===== src/hw/rtl/one_wire_bus_master_defines.svh =====
// Assertion macros for the 1-Wire bus master
`ifndef ONE_WIRE_BUS_MASTER_DEFINES_SVH
`define ONE_WIRE_BUS_MASTER_DEFINES_SVH

// same-cycle implication
`define OWB_ASSERT_NOW(lbl, ante, cons, msg) \
	lbl: assert property (@(posedge clk) disable iff (!arst_n) (ante) |-> (cons)) \
		else $error(msg);

// next-cycle implication
`define OWB_ASSERT_NEXT(lbl, ante, cons, msg) \
	lbl: assert property (@(posedge clk) disable iff (!arst_n) (ante) |=> (cons)) \
		else $error(msg);

`endif


===== src/hw/rtl/owb_pkg.sv =====
// Shared types and constants for the 1-Wire bus master
package owb_pkg;

	localparam int NUM_REGS = 8;
	localparam int REG_W    = 12;
	localparam int IDX_W    = 3;

	typedef logic [1:0] owb_action_t;
	localparam owb_action_t ACT_NONE  = 2'd0;
	localparam owb_action_t ACT_RESET = 2'd1;
	localparam owb_action_t ACT_WRITE = 2'd2;
	localparam owb_action_t ACT_READ  = 2'd3;

	localparam logic [IDX_W-1:0] REG_RESET_LOW    = 3'd0;
	localparam logic [IDX_W-1:0] REG_PRES_WAIT    = 3'd1;
	localparam logic [IDX_W-1:0] REG_WRITE_LOW    = 3'd2;
	localparam logic [IDX_W-1:0] REG_WRITE_HOLD   = 3'd3;
	localparam logic [IDX_W-1:0] REG_RECOVERY     = 3'd4;
	localparam logic [IDX_W-1:0] REG_READ_LOW     = 3'd5;
	localparam logic [IDX_W-1:0] REG_READ_SAMPLE  = 3'd6;
	localparam logic [IDX_W-1:0] REG_READ_TAIL    = 3'd7;

	typedef logic [NUM_REGS-1:0][REG_W-1:0] owb_cfg_t;

	localparam owb_cfg_t CFG_RESET = {
		12'd50, 12'd8, 12'd2, 12'd20, 12'd50, 12'd10, 12'd240, 12'd480
	};

	typedef struct packed {
		owb_action_t action;
		logic [7:0]  write_data;
		logic        line_level;
	} owb_item_t;

	typedef struct packed {
		logic       drive_low;
		logic       busy_res;
		logic       done_res;
		logic       presence;
		logic [7:0] read_byte;
		logic       command_ignored;
	} owb_res_t;

endpackage


===== src/hw/rtl/owb_ifs.sv =====
// Handshake interfaces for the command and result channels

interface owb_req_if;
	import owb_pkg::*;
	logic        valid;
	logic        ready;
	owb_action_t action;
	logic [7:0]  write_data;
	logic        line_level;

	modport source (output valid, output action, output write_data, output line_level,
		input ready);
	modport sink (input valid, input action, input write_data, input line_level,
		output ready);
endinterface

interface owb_rsp_if;
	logic       valid;
	logic       ready;
	logic       drive_low;
	logic       busy_res;
	logic       done_res;
	logic       presence;
	logic [7:0] read_byte;
	logic       command_ignored;

	modport source (output valid, output drive_low, output busy_res, output done_res,
		output presence, output read_byte, output command_ignored, input ready);
	modport sink (input valid, input drive_low, input busy_res, input done_res,
		input presence, input read_byte, input command_ignored, output ready);
endinterface


===== src/hw/rtl/owb_cfg_regs.sv =====
// Timing register bank written through the configuration port
module owb_cfg_regs (
	input  logic                    clk,
	input  logic                    arst_n,
	input  logic                    wr_en,
	input  logic [owb_pkg::IDX_W-1:0] index,
	input  logic [owb_pkg::REG_W-1:0] data,
	output owb_pkg::owb_cfg_t       regs
);
	import owb_pkg::*;

	owb_cfg_t regs_q;

	always_ff @(posedge clk or negedge arst_n) begin
		if (!arst_n) begin
			regs_q <= CFG_RESET;
		end else if (wr_en) begin
			regs_q[index] <= data;
		end
	end

	assign regs = regs_q;
endmodule


===== src/hw/rtl/owb_engine.sv =====
// Phase machine, tick counter, bit index and shift register of the bus master
module owb_engine #(
	parameter int BITS_PER_TRANSFER = 8,
	parameter int TICK_COUNT_WIDTH  = 12
) (
	input  logic               clk,
	input  logic               arst_n,
	input  logic               advance,
	input  owb_pkg::owb_item_t item,
	input  owb_pkg::owb_cfg_t  regs,
	output owb_pkg::owb_res_t  res
);
	import owb_pkg::*;

	localparam int LW = (TICK_COUNT_WIDTH + 1 > REG_W + 1) ? TICK_COUNT_WIDTH + 1 : REG_W + 1;

	typedef enum logic [3:0] {
		PH_IDLE     = 4'd0,
		PH_RST_LOW  = 4'd1,
		PH_RST_WAIT = 4'd2,
		PH_WR_LOW   = 4'd3,
		PH_WR_HOLD  = 4'd4,
		PH_WR_REC   = 4'd5,
		PH_RD_LOW   = 4'd6,
		PH_RD_WAIT  = 4'd7,
		PH_RD_TAIL  = 4'd8
	} phase_t;

	phase_t                      phase_q, cur, phase_d;
	logic [TICK_COUNT_WIDTH-1:0] tick_q, tick, tick_d;
	logic [2:0]                  bidx_q, bidx, bidx_d;
	logic [7:0]                  shift_q, shift, shift_d;
	logic [3:0]                  sel_code;
	logic [REG_W-1:0]            len;
	logic                        last;
	logic                        final_bit;

	always_comb begin
		res = '0;
		res.command_ignored = (phase_q != PH_IDLE) && (item.action != ACT_NONE);
		cur   = phase_q;
		tick  = tick_q;
		bidx  = bidx_q;
		shift = shift_q;
		if ((phase_q == PH_IDLE) && (item.action != ACT_NONE)) begin
			tick  = '0;
			bidx  = '0;
			shift = (item.action == ACT_WRITE) ? item.write_data : 8'd0;
			unique case (item.action)
				ACT_RESET: cur = PH_RST_LOW;
				ACT_WRITE: cur = PH_WR_LOW;
				default:   cur = PH_RD_LOW;
			endcase
		end

		sel_code  = cur - 4'd1;
		len       = regs[sel_code[2:0]];
		last      = ((LW'(tick) + LW'(1)) >= LW'(len)) || (&tick);
		final_bit = ({1'b0, bidx} + 4'd1) >= 4'(BITS_PER_TRANSFER);

		phase_d = cur;
		tick_d  = tick;
		bidx_d  = bidx;
		shift_d = shift;

		if (cur != PH_IDLE) begin
			unique case (cur)
				PH_RST_LOW, PH_WR_LOW, PH_RD_LOW: res.drive_low = 1'b1;
				PH_WR_HOLD: res.drive_low = ~shift[0];
				default:    res.drive_low = 1'b0;
			endcase
			tick_d = tick + 1'b1;
			if (last) begin
				tick_d = '0;
				unique case (cur)
					PH_RST_LOW: phase_d = PH_RST_WAIT;
					PH_RST_WAIT: begin
						res.presence = ~item.line_level;
						res.done_res = 1'b1;
						phase_d      = PH_IDLE;
						bidx_d       = '0;
					end
					PH_WR_LOW:  phase_d = PH_WR_HOLD;
					PH_WR_HOLD: phase_d = PH_WR_REC;
					PH_WR_REC: begin
						shift_d = {1'b0, shift[7:1]};
						if (final_bit) begin
							res.done_res = 1'b1;
							phase_d      = PH_IDLE;
							bidx_d       = '0;
						end else begin
							bidx_d  = bidx + 3'd1;
							phase_d = PH_WR_LOW;
						end
					end
					PH_RD_LOW: phase_d = PH_RD_WAIT;
					PH_RD_WAIT: begin
						if (item.line_level)
							shift_d[bidx] = 1'b1;
						phase_d = PH_RD_TAIL;
					end
					PH_RD_TAIL: begin
						if (final_bit) begin
							res.read_byte = shift;
							res.done_res  = 1'b1;
							phase_d       = PH_IDLE;
							bidx_d        = '0;
						end else begin
							bidx_d  = bidx + 3'd1;
							phase_d = PH_RD_LOW;
						end
					end
					default: phase_d = PH_IDLE;
				endcase
			end
		end
		res.busy_res = (phase_d != PH_IDLE);
	end

	always_ff @(posedge clk or negedge arst_n) begin
		if (!arst_n) begin
			phase_q <= PH_IDLE;
			tick_q  <= '0;
			bidx_q  <= '0;
			shift_q <= '0;
		end else if (advance) begin
			phase_q <= phase_d;
			tick_q  <= tick_d;
			bidx_q  <= bidx_d;
			shift_q <= shift_d;
		end
	end
endmodule


===== src/hw/rtl/one_wire_bus_master.sv =====
// 1-Wire bus master top level: item register, engine, result register, timing registers
// An accepted item is held in the item register; its result is registered in the result register.
// One item per cycle unless rsp stalls; tick compare and phase update are combinational.
// Back-pressure on the result channel holds one item in the input register, then stalls req.
// Reset (arst_n low, asynchronous) idles the phase machine, empties both registers
// and loads the timing registers with their default values.
`include "one_wire_bus_master_defines.svh"

module one_wire_bus_master #(
	parameter int BITS_PER_TRANSFER = 8,
	parameter int TICK_COUNT_WIDTH  = 12
) (
	input  logic                      clk,
	input  logic                      arst_n,
	owb_req_if.sink                   req,
	owb_rsp_if.source                 rsp,
	input  logic                      cfg_wr_en,
	input  logic [owb_pkg::IDX_W-1:0] cfg_index,
	input  logic [owb_pkg::REG_W-1:0] cfg_data
);
	import owb_pkg::*;

	owb_cfg_t  regs;
	owb_item_t item_s1;
	logic      valid_s1;
	owb_res_t  res;
	owb_res_t  res_q;
	logic      res_valid_q;
	logic      advance;

	assign advance   = valid_s1 && (!res_valid_q || rsp.ready);
	assign req.ready = !valid_s1 || advance;

	owb_cfg_regs u_cfg (
		.clk    (clk),
		.arst_n (arst_n),
		.wr_en  (cfg_wr_en),
		.index  (cfg_index),
		.data   (cfg_data),
		.regs   (regs)
	);

	owb_engine #(
		.BITS_PER_TRANSFER (BITS_PER_TRANSFER),
		.TICK_COUNT_WIDTH  (TICK_COUNT_WIDTH)
	) u_engine (
		.clk     (clk),
		.arst_n  (arst_n),
		.advance (advance),
		.item    (item_s1),
		.regs    (regs),
		.res     (res)
	);

	always_ff @(posedge clk or negedge arst_n) begin
		if (!arst_n) begin
			valid_s1    <= 1'b0;
			res_valid_q <= 1'b0;
		end else begin
			if (req.ready)
				valid_s1 <= req.valid;
			if (advance)
				res_valid_q <= 1'b1;
			else if (rsp.ready)
				res_valid_q <= 1'b0;
		end
	end

	always_ff @(posedge clk) begin
		if (req.valid && req.ready) begin
			item_s1.action     <= req.action;
			item_s1.write_data <= req.write_data;
			item_s1.line_level <= req.line_level;
		end
		if (advance)
			res_q <= res;
	end

	assign rsp.valid           = res_valid_q;
	assign rsp.drive_low       = res_q.drive_low;
	assign rsp.busy_res        = res_q.busy_res;
	assign rsp.done_res        = res_q.done_res;
	assign rsp.presence        = res_q.presence;
	assign rsp.read_byte       = res_q.read_byte;
	assign rsp.command_ignored = res_q.command_ignored;

	`OWB_ASSERT_NOW(a_done_not_busy, res_valid_q && res_q.done_res, !res_q.busy_res, "done while busy")
	`OWB_ASSERT_NOW(a_data_with_done, res_valid_q && (res_q.presence || res_q.read_byte != 8'd0), res_q.done_res, "presence or byte without done")
	`OWB_ASSERT_NEXT(a_held_item_kept, valid_s1 && !advance, valid_s1, "stalled item lost")
endmodule


===== src/flat_wrapper.sv =====
// flat-port wrapper written by rule: the top's interface ports become plain ports
module one_wire_bus_master_flat import owb_pkg::*;
#(
	parameter int BITS_PER_TRANSFER = 8,
	parameter int TICK_COUNT_WIDTH  = 12
)
  (clk, arst_n, cfg_wr_en, cfg_index, cfg_data, req_valid, req_action, req_write_data, req_line_level, req_ready, rsp_valid, rsp_drive_low, rsp_busy_res, rsp_done_res, rsp_presence, rsp_read_byte, rsp_command_ignored, rsp_ready);
  owb_req_if req_i ();
  owb_rsp_if rsp_i ();
  input  logic clk;
  input  logic arst_n;
  input  logic cfg_wr_en;
  input  logic [owb_pkg::IDX_W-1:0] cfg_index;
  input  logic [owb_pkg::REG_W-1:0] cfg_data;
  input wire logic [$bits(req_i.valid)-1:0] req_valid;
  input wire logic [$bits(req_i.action)-1:0] req_action;
  input wire logic [$bits(req_i.write_data)-1:0] req_write_data;
  input wire logic [$bits(req_i.line_level)-1:0] req_line_level;
  output wire logic [$bits(req_i.ready)-1:0] req_ready;
  output wire logic [$bits(rsp_i.valid)-1:0] rsp_valid;
  output wire logic [$bits(rsp_i.drive_low)-1:0] rsp_drive_low;
  output wire logic [$bits(rsp_i.busy_res)-1:0] rsp_busy_res;
  output wire logic [$bits(rsp_i.done_res)-1:0] rsp_done_res;
  output wire logic [$bits(rsp_i.presence)-1:0] rsp_presence;
  output wire logic [$bits(rsp_i.read_byte)-1:0] rsp_read_byte;
  output wire logic [$bits(rsp_i.command_ignored)-1:0] rsp_command_ignored;
  input wire logic [$bits(rsp_i.ready)-1:0] rsp_ready;
  assign req_i.valid = req_valid;
  assign req_i.action = req_action;
  assign req_i.write_data = req_write_data;
  assign req_i.line_level = req_line_level;
  assign req_ready = req_i.ready;
  assign rsp_valid = rsp_i.valid;
  assign rsp_drive_low = rsp_i.drive_low;
  assign rsp_busy_res = rsp_i.busy_res;
  assign rsp_done_res = rsp_i.done_res;
  assign rsp_presence = rsp_i.presence;
  assign rsp_read_byte = rsp_i.read_byte;
  assign rsp_command_ignored = rsp_i.command_ignored;
  assign rsp_i.ready = rsp_ready;
  one_wire_bus_master #(.BITS_PER_TRANSFER(BITS_PER_TRANSFER), .TICK_COUNT_WIDTH(TICK_COUNT_WIDTH)) u_core (.clk(clk), .arst_n(arst_n), .req(req_i), .rsp(rsp_i), .cfg_wr_en(cfg_wr_en), .cfg_index(cfg_index), .cfg_data(cfg_data));
endmodule

===== config.mk =====
export PLATFORM = sky130hd
export DESIGN_NAME = one_wire_bus_master_flat
export DESIGN_NICKNAME = d
export VERILOG_FILES = /design/src/hw/rtl/owb_pkg.sv /design/src/hw/rtl/owb_ifs.sv /design/src/hw/rtl/owb_cfg_regs.sv /design/src/hw/rtl/owb_engine.sv /design/src/hw/rtl/one_wire_bus_master.sv /design/src/flat_wrapper.sv
export VERILOG_INCLUDE_DIRS = /design/src /design/src/hw/rtl
export SDC_FILE = /design/constraint.sdc
export NUM_CORES = 1
export LEC_CHECK = 0
export ABC_AREA = 1
export BUFFER_PORTS_ARGS = -buffer_cell sky130_fd_sc_hd__buf_2
export CAP_MARGIN = 40
export CORE_MARGIN = 2
export CORE_UTILIZATION = 65
export DETAILED_ROUTE_END_ITERATION = 7
export PLACE_DENSITY = 0.84
export RECOVER_POWER = 50
export SLEW_MARGIN = 20
export SYNTH_ARGS = -nofsm -noshare
export SYNTH_HDL_FRONTEND = slang
export SYNTH_SLANG_ARGS = --single-unit

===== constraint.sdc =====
create_clock -name clk -period 9.9 [get_ports clk]
set_input_delay 0.99 -clock clk [delete_from_list [all_inputs] [get_ports clk]]
set_output_delay 0.99 -clock clk [all_outputs]
set_load 0.1 [all_outputs]

; ---- Yosys cells after proc, flatten, opt, wreduce, memory -nomap -nowiden
; Cells that the tools add are included.
[totals]
regBits = 149
input_bits = 31
out_inout_bits = 15
word_cells = 104
[classes]
n_addsub = 5
magnitude_cmp = 7
n_eq_ne = 10
mux = 33
bitwise_logic = 3
n_reduce_logical = 23
[op_table]
columns = op, n
row1 = bitwise mux 96 bit, 1
row2 = 2-to-1 mux 12 bit, 5
row3 = 2-to-1 mux 8 bit, 5
row4 = binary-select mux 12 bit (select 3 bit), 1
row5 = demux 12 bit (select 3 bit), 1
row6 = one-hot mux 4 bit (7 select lines), 1
row7 = == test 4 x 3 -> 1 bit (second input constant), 4
row8 = one-hot mux 8 bit (2 select lines), 1
row9 = 2-to-1 mux 3 bit, 5
row10 = adder 12 x 1 -> 13 bit (second input constant), 1
row11 = >= comparator 13 x 12 -> 1 bit, 1
row12 = adder 12 x 1 -> 12 bit (second input constant), 1
row13 = less-than comparator 3 x 4 -> 1 bit (second input constant), 3
row14 = 2-to-1 mux 4 bit, 3
row15 = one-hot mux 3 bit (2 select lines), 2
row16 = AND reduction 12 bit, 1
row17 = nonzero test 4 bit, 3
row18 = == test 4 x 2 -> 1 bit (second input constant), 2
row19 = bitwise OR 8 bit, 1
row20 = >= comparator 3 x 1 -> 1 bit (second input constant), 2
row21 = logical AND 1 bit, 6
row22 = adder 3 x 1 -> 4 bit (second input constant), 1
row23 = == test 4 x 1 -> 1 bit (second input constant), 1
row24 = == test 4 bit (second input constant), 1
row25 = other kinds (19), 28

; ---- Logic depth before layout (Yosys ltp)
[logic_depth]
ltp_word = 12
ltp_mapped = 32
mapped_depth_nobuf = 29

; ---- Hierarchy
; Synthesis repeated with hierarchy kept, for this count alone.
[unflattened]
cells_unflattened = 1082
hier_area_um2 = 8232.9
[by_module_without_submodules]
columns = mod, n_inst, cells_per_inst, area_each_um2, seq_area_each_um2
row1 = owb_cfg_regs, 1, 444, 3875.0, 2427.3
row2 = owb_engine, 1, 602, 3542.1, 675.6
row3 = one_wire_bus_master, 1, 36, 815.8, 770.7

; ---- Worst setup path before layout
; Ideal clock, no wire load.
[synth_timing]
path_type = register to register
from = reg u_core.item_s1[9] in the netlist's numbering
to = reg u_core.res_q, in the netlist u_core.rsp.busy_res, data pin
setup_time_ns = 0.260
t_arrival_ns = 4.169
required_time_ns = 9.640
setup_slack_ns = 5.471
path_stages_with_launch = 31
path_buffers = 5
synth_period_minus_slack_ns = 4.429
path_cell_list = edfxtp_1 > inv_1 > ha_1 > nand3b_4 > buf_6 > buf_2 > o21ai_0 > inv_1 > ha_1 > clkbuf_1 > inv_1 > clkbuf_1 > o21ai_0 > o221ai_1 > o21ai_0 > ha_1 > nand2_1 > nor2_1 > nor2_1 > nand2_1 > nand2_1 > nand2_1 > nand2_1 > nand2_1 > nand2_1 > nand3_2 > buf_6 > nand2_1 > o21ai_1 > nor2_1 > nand3_1
[synth_lines]
columns = element, line_no
row1 = "start, declared", one_wire_bus_master.sv:24  ; owb_item_t item_s1;
row2 = "end signal, assigned", one_wire_bus_master.sv:76  ; res_q <= res;
row3 = "end, declared", one_wire_bus_master.sv:27  ; owb_res_t res_q;

; ---- Worst setup path after layout
[layout_timing]
from = reg u_core.item_s1[10] in the netlist's numbering
to = reg u_core.u_engine.tick_q[8]
[layout_via]
elab_chain_len = 10
elab_cells_between_ends = 18
classes_between = add/sub (3) / order compare (1) / eq/ne (2) / mux (7) / reduce/logical (5)
[layout_lines]
columns = element, line_no
row1 = "== test 2 bit, or another cell as far along", owb_engine.sv:49  ; unique case (item.action)
row2 = one-hot mux 3 bit (2 select lines) / logical AND 1 bit (equally long branches), "owb_engine.sv:49, owb_engine.sv:45"
row3 = 2-to-1 mux 4 bit, owb_engine.sv:45  ; if ((phase_q == PH_IDLE) && (item.action != ACT_NONE)) begin
row4 = subtractor 3 x 1 -> 3 bit, owb_engine.sv:56  ; sel_code = cur - 4'd1;
row5 = binary-select mux 12 bit (select 3 bit), owb_engine.sv:57  ; len = regs[sel_code[2:0]];
row6 = 2-to-1 mux 12 bit (implied by the code), owb_engine.sv:57
row7 = >= comparator 13 x 12 -> 1 bit, owb_engine.sv:58  ; last = ((LW'(tick) + LW'(1)) >= LW'(len)) || (&tick);
row8 = logical OR 1 bit, owb_engine.sv:58
row9 = 2-to-1 mux 12 bit, owb_engine.sv:73  ; if (last) begin
row10 = 2-to-1 mux 12 bit (*), owb_engine.sv:66  ; if (cur != PH_IDLE) begin
row11 = "end signal, assigned", owb_engine.sv:128  ; tick_q <= tick_d;
row12 = "end, declared", owb_engine.sv:30  ; logic [TICK_COUNT_WIDTH-1:0] tick_q, tick, tick_d;
; Every way passes the cells marked *; elsewhere a longest branch is shown, timed or not. The select of a mux whose other input is x is not followed.
; A chain may end at the register's enable or synchronous reset.

==> metrics list <==
- The count of cells in the finished layout, fillers not included, comes to 1139.
* Max incr delay on CP: approximately 580 ps
- Max transition margin: -66.8%
- Number of placed cells counting well taps: ~1.1k
* Number of H-tree levels: 4
- Mean number of vias per cell: slightly below 6
- Summed over all nets, the switching power comes to 1.58 mW.
- The wire-length estimate of the detail-placed layout is 12000 um.
- Post-synth design cell area: 0.00775 mm^2
- Final hold vios: 0
- Ratio of cells with drive above 1 in the final layout: 12.9%
- The placed instances occupy a cell area of 0.00808 mm^2.
- Sum of buffers and inverters on the critical path: 4
- Pre-CTS setup slack: roughly 4000 ps
- Violations in the final reports: design-rule violations, max-capacitance violations, max-slew violations
* Net count after synthesis: ~1.0k
- Peak VDD IR: 0.293 mV
* Overall power consumption: approximately 3.3 mW
* Max Cap Viol: 2
- Overflow after GRT: 0
- Vias after detailed routing: between 6k and 7k
- The number of global-route vias before repair came to roughly 6.4k.
- The number of clock buffers added by TritonCTS is 17.
* Final number of setup-violating endpoints: 0
- TritonCTS clock tree: yes
- The min-delay analysis places its worst path in the category reg -> reg.
- For this design, the slowest cell found on the critical path is o21ai_0.
* Mean cell area of the mapped netlist: slightly above 8 um^2
* Least-Margin Pin Slew: about 2500 ps
* Area grow syn2layout: 11.7%
- Dividing the detail-routed wire length by the instance count gives ~16 um.
- Gate power share: between 50 and 60%
- Number of placed I/O pins: 46
- The first global-routing pass estimated about 31000 um of wire.
* Antenna diode instance count: 0
- Number of buffers on the longest clock path: 2
- Remaining number of nets flagged by the antenna check after routing: 0
- Maximum number of pins on one net before global-route repair: between 50 and 60
- Post-cts repair resize count: 0
- The clock network burns roughly 19% of the power.
- Of the total power, the share spent switching nets is between 40% and 50%.
* Number of clock sinks: ~150
- Most common cell after layout, fill and taps aside: nand2_1
* Outcome: finished, violations left
- After the first detailed-routing iteration, the DRC count stood at approximately 680.
- Synthesis inferred between 100 and 150 register bits.
* Most instantiated flip-flop cell in the synthesis netlist: dfrtp_1
* Kind of cell adding the most delay to the critical path: simple AND/OR/NAND/NOR gates
- Core Area: roughly 0.012 mm^2
- Share of flip-flops with an asynchronous set or reset after synthesis: a little over four fifths
- Drt first pass iters: 8
- In this run, flip-flops and latches consume about a quarter of the power.
- At the later pin of the worst-skew pair, clock insertion delay measures ~430 ps.
* Crit end category: register
* Setup_tns: 0 ps
* Startpoint Class: register
- Required time reported for the critical path endpoint: slightly above 10000 ps
* Count of hold-fix buffers inserted at cts: 0
- For this block, the routed nets add up to around 18000 um of wire.
- Root buffer cell: clkbuf_16
- The initial antenna violation count was 0.
- Start-to-end type of the worst setup path: reg -> reg
* Cell seen most often among critical-path stages: nand2_1
* Worst Path Arrival: between 6000 and 7000 ps
- Once the clock tree was built, the setup fixing pass inserted 0 buffers.
* Time the worst path needs with I/O delays and setup: 6040 ps
- After layout, the worst setup slack is 3860 ps.
- Derived from the worst setup path, the maximum achievable clock frequency is ~170 MHz.
- For this design the ratio of total power to cell area is roughly 380 mW/mm^2.
- The floorplan has 39 rows.
- Finished layout cell area: approximately 0.0087 mm^2
* Final period util: between 60% and 70%
* Clk slew on worst S/H paths: approximately 60 ps
- Cell internal power was estimated by the tool at approximately 1.7 mW.
* Total of warnings raised by yosys: 0
- Number of distinct library cells after synthesis: 41
- Peak fanout along the critical path: 27
- For the final database, setup skew stands at 12.9 ps.
- Leakage: about 4.1 nW
- Setup repair after global routing missed its margin: false
- The die is between 100 and 150 um wide.
- The die covers 0.0128 mm^2.
- At the end of routability-driven placement, the weighted congestion stood at ~0.96.
- Measured along the y axis, the die boundary spans ~110 um.
- Starting Density: approximately two thirds
- Across every metal layer, demand over resource in global routing totals ~30%.
- Final nets: approximately 1.0k
- Sequential elements use between 40% and 50% of the synthesized area.
* Drt drc: 2
- The library cells used most frequently in the layout, excluding fill and tap cells, are 280 x nand2_1, 141 x o21ai_0, 105 x dfrtp_1.
- Counting flops with a built-in enable in the synthesized netlist gives 24.
- The final-report max-slew violation count came to 78.
- In this run the tool buffered the top-level ports with 45 buffer cells.
* Cell count after synthesis: 952
## final timing paths
check / cells after the start / endpoint / startpoint / slack [ps]
setup / recovery: 25 / u_core.u_engine.tick_q[8]$_DFFE_PN0P_ / u_core.item_s1[10]$_DFFE_PP_ / 3860
hold / removal: 2 / u_core.u_cfg.regs[23]$_DFFE_PN0P_ / u_core.u_cfg.regs[23]$_DFFE_PN0P_ / 480
setup reg to reg: 25 / u_core.u_engine.tick_q[8]$_DFFE_PN0P_ / u_core.item_s1[10]$_DFFE_PP_ / 3860
hold reg to reg: 2 / u_core.u_cfg.regs[23]$_DFFE_PN0P_ / u_core.u_cfg.regs[23]$_DFFE_PN0P_ / 480
max in group asynchronous: 3 / u_core.u_cfg.regs[8]$_DFFE_PN1P_ / arst_n / 5950
min in group asynchronous: 1 / u_core.u_engine.shift_q[4]$_DFFE_PN0P_ / arst_n / 1330
## through the flow
stage                     util (%)  hold slack [ps]
final                         75.2              481
after global routing          75.2              505
after CTS                     75.4              483
after detailed placement      70.2              468
after global placement        69.4              461
after floorplan                  -              448
## final cells by class
cell class	instances	area [um^2]
Fill cell	848	2850
Tap cell	143	179
Sequential cell	149	3870
Clock inverter	10	123
Clock buffer	22	474
Inverter	72	270
Multi-Input combinational cell	687	3420
Timing Repair Buffer	56	324
## layer usage
metal	global-route usage, %	part of all wire [%]	up-vias
li1	-	-	3231
met1	39.8	42	3146
met2	49.0	48	254
met3	6.64	7.5	38
met4	12.4	2.3	0
met5	0	0	-
## flip-flops by register name, indices dropped and copies added, names as in the netlist, 3 cells and up
| name | count |
|---|---|
| u_core.u_cfg.regs | 96 |
| u_core.item_s1 | 11 |
| u_core.rsp.read_byte | 8 |
| u_core.u_engine.shift_q | 8 |
| u_core.u_engine.tick_q | 12 |
| u_core.u_engine.phase_q | 4 |
| u_core.u_engine.bidx_q | 3 |
## cells in the mapped netlist (2+ instances only)
| cell | count | share of area (%) |
|---|---|---|
| a21oi_1 | 22 | 1.4 |
| a31o_2 | 2 | 0.23 |
| a31oi_1 | 11 | 0.89 |
| buf_1 | 3 | 0.15 |
| buf_2 | 3 | 0.19 |
| buf_4 | 2 | 0.19 |
| buf_6 | 2 | 0.29 |
| clkbuf_1 | 33 | 1.6 |
| clkinv_1 | 2 | 0.097 |
| dfrtp_1 | 105 | 34 |
| dfstp_2 | 20 | 6.8 |
| edfxtp_1 | 24 | 9.3 |
| ha_1 | 21 | 3.4 |
| inv_1 | 64 | 3.1 |
| inv_2 | 6 | 0.29 |
| nand2_1 | 280 | 14 |
| nand2_2 | 8 | 0.65 |
| nand3_1 | 34 | 2.2 |
| nand3_2 | 3 | 0.39 |
| nand4_1 | 10 | 0.81 |
| nor2_1 | 80 | 3.9 |
| nor2_2 | 6 | 0.48 |
| nor2_4 | 2 | 0.29 |
| nor3_1 | 5 | 0.32 |
| o211ai_1 | 9 | 0.87 |
| o21ai_0 | 141 | 9.1 |
| o21ai_1 | 8 | 0.52 |
| o221ai_1 | 10 | 1.1 |
| o22ai_1 | 11 | 0.89 |
| o31ai_1 | 7 | 0.68 |
| xor2_1 | 8 | 0.90 |
## worst min-delay path: cells and delay by family, from the launching register on
family          cells  cell delay (ps)
compound gates      1               60
flops               1              340
simple gates        1               50
## power groups by stage
stage               clock network [mW]  registers [mW]  logic, mW
global route                     0.678           0.867       2.04
CTS                              0.649           0.851       1.80
global placement                     0           0.855       1.69
detailed placement                   0           0.858       1.78
finish                           0.643           0.854       1.81
floorplan                            0           0.919       1.31
## cells by family (layout without fill, tap and decap cells)
| kind of cell | count (synthesis) | in the layout | share of synthesized area (%) |
|---|---|---|---|
| xor+xnor | 10 | 10 | 1.23 |
| compound gates | 222 | 222 | 15.8 |
| simple gates | 434 | 434 | 23.6 |
| buf+inv | 116 | 160 | 5.97 |
| flops | 149 | 149 | 50.0 |
| fa+ha+maj | 21 | 21 | 3.39 |
Note: power is estimated with default switching activity, not from simulation.
